File: src/rtl/octs_pkg.sv
`timescale 1ns / 1ps
`default_nettype none
package octs_pkg;

	// Window geometry
	localparam int HEADER_LEN = 21;
	localparam int TYPE_LEN   = 19;
	localparam int HIST_DEPTH = HEADER_LEN - 1;
	localparam int FILL_W     = 5;
	localparam int HIST_W     = HIST_DEPTH * 8;

	// Signatures, first character in the most significant byte
	localparam logic [HEADER_LEN*8-1:0] HEADER_SIG = {"[Con", "tent_Types]", ".xmlPK"};
	localparam logic [TYPE_LEN*8-1:0]   SIG_WORD   = "document.xml.relsPK";
	localparam logic [TYPE_LEN*8-1:0]   SIG_SHEET  = "workbook.xml.relsPK";
	localparam logic [TYPE_LEN*8-1:0]   SIG_SLIDES = "entation.xml.relsPK";

	typedef enum logic [1:0] {
		PH_HEADER = 2'd0,
		PH_TYPE   = 2'd1,
		PH_DONE   = 2'd2
	} phase_t;

	typedef enum logic [2:0] {
		VERDICT_WORD           = 3'd0,
		VERDICT_SHEET          = 3'd1,
		VERDICT_SLIDES         = 3'd2,
		VERDICT_HEADER_MISSING = 3'd3,
		VERDICT_TYPE_MISSING   = 3'd4
	} verdict_t;

	typedef struct packed {
		logic     has_result;
		verdict_t verdict;
		phase_t   phase_next;
	} match_t;

endpackage
`default_nettype wire

File: src/rtl/octs_match.sv
`timescale 1ns / 1ps
`default_nettype none
module octs_match (
	input  wire logic [octs_pkg::HIST_W-1:0] hist,
	input  wire logic [7:0]                  cur,
	input  wire logic [octs_pkg::FILL_W-1:0] fill,
	input  wire octs_pkg::phase_t            phase,
	input  wire logic                        last,
	output octs_pkg::match_t                 match
);

	logic [octs_pkg::HEADER_LEN*8-1:0] win;
	logic hdr_hit;
	logic type_ok;
	logic hit_word;
	logic hit_sheet;
	logic hit_slides;
	logic any_hit;

	// Build the window, oldest byte on top, and compare against the signatures
	assign win        = {hist, cur};
	assign hdr_hit    = (fill >= octs_pkg::FILL_W'(octs_pkg::HIST_DEPTH))
		&& (win == octs_pkg::HEADER_SIG);
	assign type_ok    = fill >= octs_pkg::FILL_W'(octs_pkg::TYPE_LEN - 1);
	assign hit_word   = win[octs_pkg::TYPE_LEN*8-1:0] == octs_pkg::SIG_WORD;
	assign hit_sheet  = win[octs_pkg::TYPE_LEN*8-1:0] == octs_pkg::SIG_SHEET;
	assign hit_slides = win[octs_pkg::TYPE_LEN*8-1:0] == octs_pkg::SIG_SLIDES;
	assign any_hit    = type_ok && (hit_word || hit_sheet || hit_slides);

	// Next phase
	always_comb begin
		case (phase)
			octs_pkg::PH_HEADER: match.phase_next = hdr_hit ? octs_pkg::PH_TYPE
				: octs_pkg::PH_HEADER;
			octs_pkg::PH_TYPE:   match.phase_next = any_hit ? octs_pkg::PH_DONE
				: octs_pkg::PH_TYPE;
			default:             match.phase_next = octs_pkg::PH_DONE;
		endcase
	end

	// Result for this byte; the earliest matching type wins
	always_comb begin
		match.has_result = 1'b0;
		match.verdict    = octs_pkg::VERDICT_HEADER_MISSING;
		case (phase)
			octs_pkg::PH_HEADER: begin
				match.has_result = last;
				match.verdict    = hdr_hit ? octs_pkg::VERDICT_TYPE_MISSING
					: octs_pkg::VERDICT_HEADER_MISSING;
			end
			octs_pkg::PH_TYPE: begin
				match.has_result = any_hit || last;
				if (!any_hit)
					match.verdict = octs_pkg::VERDICT_TYPE_MISSING;
				else if (hit_word)
					match.verdict = octs_pkg::VERDICT_WORD;
				else if (hit_sheet)
					match.verdict = octs_pkg::VERDICT_SHEET;
				else
					match.verdict = octs_pkg::VERDICT_SLIDES;
			end
			default: begin
				match.has_result = 1'b0;
			end
		endcase
	end

endmodule
`default_nettype wire

File: src/rtl/office_container_type_sniffer_core.sv
`timescale 1ns / 1ps
`default_nettype none
// Scans a file one byte per item for the package header signature and then for
// a word, spreadsheet or presentation part name, and gives one verdict per file:
// the first type found, or header missing / type missing at the byte marked last.
// An item is taken every cycle unless input is stalled. The deciding byte of a verdict
// passes the input register, then the parallel 21-byte window compare into the result
// register, and a held verdict stalls input only when a further verdict is due.
module office_container_type_sniffer_core (
	input  wire logic       clk,
	input  wire logic       arst_n,
	input  wire logic       data_valid,
	output logic            data_stall,
	input  wire logic [7:0] data_byte,
	input  wire logic       last_byte,
	output logic            verdict_valid,
	input  wire logic       verdict_stall,
	output logic [2:0]      verdict
);

	logic                        valid_s1;
	logic [7:0]                  byte_s1;
	logic                        last_s1;
	logic [octs_pkg::HIST_W-1:0] hist_q;
	logic [octs_pkg::FILL_W-1:0] fill_q;
	octs_pkg::phase_t            phase_q;
	octs_pkg::verdict_t          verdict_q;
	logic                        out_valid_q;
	octs_pkg::match_t            match;
	logic                        slot_free;
	logic                        go_s1;

	octs_match u_match (
		.hist  (hist_q),
		.cur   (byte_s1),
		.fill  (fill_q),
		.phase (phase_q),
		.last  (last_s1),
		.match (match)
	);

	// Advance the stage unless its verdict finds the result register held by a stalled verdict
	assign slot_free  = !out_valid_q || !verdict_stall;
	assign go_s1      = valid_s1 && (!match.has_result || slot_free);
	assign data_stall = valid_s1 && !go_s1;

	// Input register
	always_ff @(posedge clk or negedge arst_n) begin
		if (!arst_n) begin
			valid_s1 <= 1'b0;
		end else if (!data_stall) begin
			valid_s1 <= data_valid;
		end
	end

	always_ff @(posedge clk) begin
		if (data_valid && !data_stall) begin
			byte_s1 <= data_byte;
			last_s1 <= last_byte;
		end
	end

	// Shift the window and step the phase; drop everything after the last byte
	always_ff @(posedge clk or negedge arst_n) begin
		if (!arst_n) begin
			hist_q  <= '0;
			fill_q  <= '0;
			phase_q <= octs_pkg::PH_HEADER;
		end else if (go_s1) begin
			if (last_s1) begin
				hist_q  <= '0;
				fill_q  <= '0;
				phase_q <= octs_pkg::PH_HEADER;
			end else begin
				hist_q  <= {hist_q[octs_pkg::HIST_W-9:0], byte_s1};
				if (fill_q < octs_pkg::FILL_W'(octs_pkg::HIST_DEPTH))
					fill_q <= fill_q + octs_pkg::FILL_W'(1);
				phase_q <= match.phase_next;
			end
		end
	end

	// Result register
	always_ff @(posedge clk or negedge arst_n) begin
		if (!arst_n) begin
			out_valid_q <= 1'b0;
		end else if (slot_free) begin
			out_valid_q <= go_s1 && match.has_result;
		end
	end

	always_ff @(posedge clk) begin
		if (slot_free && go_s1 && match.has_result)
			verdict_q <= match.verdict;
	end

	assign verdict_valid = out_valid_q;
	assign verdict       = verdict_q;

endmodule
`default_nettype wire

File: config.mk
export PLATFORM = sky130hd
export DESIGN_NAME = office_container_type_sniffer_core
export DESIGN_NICKNAME = d
export VERILOG_FILES = /design/src/rtl/octs_pkg.sv /design/src/rtl/octs_match.sv /design/src/rtl/office_container_type_sniffer_core.sv
export SDC_FILE = /design/constraint.sdc
export NUM_CORES = 1
export LEC_CHECK = 0
export ABC_AREA = 1
export BUFFER_PORTS_ARGS = -buffer_cell sky130_fd_sc_hd__buf_2
export CAP_MARGIN = 30
export CORE_MARGIN = 10
export CORE_UTILIZATION = 50
export DETAILED_ROUTE_END_ITERATION = 8
export GPL_TIMING_DRIVEN = 1
export MAX_ROUTING_LAYER = met4
export PLACE_DENSITY = 0.68
export REMOVE_ABC_BUFFERS = 1
export SLEW_MARGIN = 20
export SYNTH_ARGS = -nofsm -noshare
export SYNTH_HDL_FRONTEND = slang
export SYNTH_SLANG_ARGS = --single-unit
File: constraint.sdc
create_clock -name clk -period 1.8 [get_ports clk]
set_input_delay 0.18 -clock clk [delete_from_list [all_inputs] [get_ports clk]]
set_output_delay 0.18 -clock clk [all_outputs]
set_load 0.005 [all_outputs]
==> impl_metrics.csv <==
group,metric,value,unit
run_status,status,"finished with violations",
run_status,violations,"setup timing",
synthesis,synth_ff_type,"dfrtp_1",
clock_tree,numCtsBuffers,17,
detailed_routing,drtIter0Drc,939,
synthesis,synth_cell_types,31,
synthesis,ys_top_cells_by_area,"dfrtp_1 49%, nand2_1 18%, o21ai_1 7.3%, nor2_1 4.4%, edfxtp_1 4.2%",
detailed_routing,detail_route.wirelength,29500,um
floorplan,row_count,47,
timing,clock.fmax,395,MHz
timing,timing.final.ws_setup,-731,ps
synthesis,yosys_warnings,0,
global_routing,antenna_found_initial,0,
clock_tree,cts_tree,"done",
global_routing,grt_max_degree,84,
floorplan,core,16700,um2
synthesis,avgSynthCellArea,7.94,um2
clock_tree,clk_pin_slew,80,ps
timing,finalHoldViolations,0,
floorplan,dieArea,22800,um2
final_layout,antenna_cells,0,
clock_tree,numClockSinks,181,
setup_path,required,1620,ps
global_routing,grt_usage,0.201,
synthesis,synth_seq_cells,181,
final_layout,final_core_util,0.786,
detailed_routing,avgViaCountPerCell,5.56,
synthesis,synth_edf_count,12,
timing,fin_crit,2530,ps
timing,worst_pin_slew,766,ps
synthesis,yosysSeqAreaShare,0.536,
timing,maxSlewViolCount,0,
clock_tree,h-tree-depth,4,
synthesis,synthCells,1078,
clock_tree,clock_path_buffers,2,
detailed_routing,drc,0,
timing,hold_ws,238,ps
clock_tree,clock_latency,450,ps
final_layout,nets,1376,
power_and_ir_drop,powerDensity,724,nW/um2
timing,skew,14.3,ps
placement,dp_slack,-488,ps
synthesis,syn_area,8560,um2
global_routing,gr-total-overflow,0,
global_routing,grt_pass1_vias,7633,
synthesis,ys_async_sr_fraction,0.934,
floorplan,io_pins,18,
floorplan,start_util,0.513,
global_routing,grt_pass1_wl,36100,um
flow_run,drv_cap,0,
clock_tree,clock-root-buffer,"clkbuf_16",
timing,rsz0062_at_grt,"true",
synthesis,synth_top_cell_by_area,"dfrtp_1",
synthesis,synth_common_cells,"413 x nand2_1, 169 x dfrtp_1, 124 x o21ai_1, 101 x nor2_1, 81 x inv_1",
power_and_ir_drop,leakagePower,6.12,nW
min_path,hold_class,"in -> async",
timing,period_share,1.41,
detailed_routing,drtAntennaViolNets,0,
placement,port_buffers,17,
floorplan,fp.dieW,151,um
setup_path,crit_type,"reg -> out",
setup_path,start_kind,"flop",
detailed_routing,vias,8863,
final_layout,final_layout_size_suffix_gt1_frac,0.410,
setup_path,critPathArrivalTime,2350,ps
setup_path,end_kind,"output pin",
setup_path,cp_max_fo,2,
final_layout,nFillCells,955,
power_and_ir_drop,vdd_drop_max,0.738,mV
timing,relSlewSlack,0.489,
detailed_routing,wl_per_cell,18.5,um
timing,finalSetupViolations,185,
placement,place_hpwl,13700,um
floorplan,dieHeight,151,um
final_layout,syn2layout_area_growth,53.3,%
synthesis,synth_top_area_frac,0.494,
setup_path,ff2ff_path_depth,16,
power_and_ir_drop,power,9.50,mW
placement,place_congestion,0.906,
detailed_routing,drtPass1Iterations,5,
synthesis,yosysMostFrequentCell,"nand2_1",
cell usage in the layout, fill, tap and decap left out, drive strengths merged, types with 4 or more instances in the layout:
cell type / Yosys / final
nand3: 20 / 20
nand3b: 5 / 5
dfrtp: 169 / 169
clkbuf: 22 / 37
inv: 81 / 91
nand2: 416 / 421
edfxtp: 12 / 12
dlygate4sd3: 0 / 12
clkinv: 0 / 4
nor4: 7 / 7
nor3: 5 / 5
o21ai: 165 / 165
nor2: 108 / 108
nand4: 26 / 26
buf: 32 / 281
repair_timing:
action                     CTS  global route
buffers inserted            16            32
pin swaps                   12            25
resized for setup           20           324
hold buffers                12             0
gates cloned                 0            35
setup endpoints to repair  185           185
hold endpoints to repair    49             0
power by group:
| part | internal [mW] | leakage, nW | switching [mW] | total (mW) |
|---|---|---|---|---|
| logic | 0.664 | 3.38 | 0.760 | 1.42 |
| clock network | 1.97 | 0.290 | 1.82 | 3.79 |
| registers | 4.20 | 2.44 | 0.0855 | 4.29 |
worst max-delay path: stages, from the launching register on:
cell and delay, ps:
dfrtp_1 410, nor2_1 150, nand3b_1 110, nor2_2 200, nand2_2 90, nor2_2 120, nand2_1 80, nor2_2 120
nand3_2 100, nand2_2 110, nand2_4 70, buf_6 120, nor2_4 80, buf_2 120
cell type report:
| class | count | area [um2] | share of cell area |
|---|---|---|---|
| Inverter | 81 | 307 | 0.0234 |
| Clock buffer | 17 | 425 | 0.0324 |
| Timing Repair Buffer | 313 | 3100 | 0.236 |
| Sequential cell | 181 | 4600 | 0.350 |
| Clock inverter | 15 | 156 | 0.0119 |
| Tap cell | 220 | 275 | 0.0210 |
| Multi-Input combinational cell | 767 | 4260 | 0.325 |
registers in the layout (all words and copies together), names as in the netlist:
signal / cells
byte_s1: 8
verdict_valid: 1
verdict: 3
phase_q: 2
hist_q: 160
fill_q: 5
last_s1: 1
valid_s1: 1
final timing paths:
| kind | slack [ps] | to | from |
|---|---|---|---|
| worst min register to register | 500 | hist_q[153] | hist_q[153] |
| worst max-delay path | -730 | data_stall | hist_q[17] |
| min in group clk | 450 | byte_s1[1] | data_byte[1] |
| worst min-delay path | 240 | hist_q[119] | arst_n |
| worst max register to register | -690 | fill_q[3] | hist_q[17] |
| max in group asynchronous | 940 | valid_s1 | arst_n |
through the flow:
stage	area (um2)	cells	setup TNS [ps]
floorplan	8200	1024	-463000
global placement	10300	1474	-68130
detailed placement	10300	1474	-72890
CTS	11200	1534	-82720
global route	13100	1594	-116850
finish	13100	1594	-94180
metal layers:
layer | track usage | up-vias | share of wire
li1 | - | 4028 | -
met1 | 0.243 | 4329 | 0.38
met2 | 0.335 | 397 | 0.53
met3 | 0.0385 | 109 | 0.055
met4 | 0.0626 | 0 | 0.033
met5 | - | - | 0
kinds of logic (layout without fill, tap and decap cells):
group,Yosys count,in the layout,share of synthesized area
xor+xnor,3,3,0.00307
compound gates,168,168,0.0990
fa+ha+maj,2,2,0.00292
simple gates,589,594,0.281
buf+inv,135,426,0.0776
flops,181,181,0.536
(Power assumes the default switching activity.)
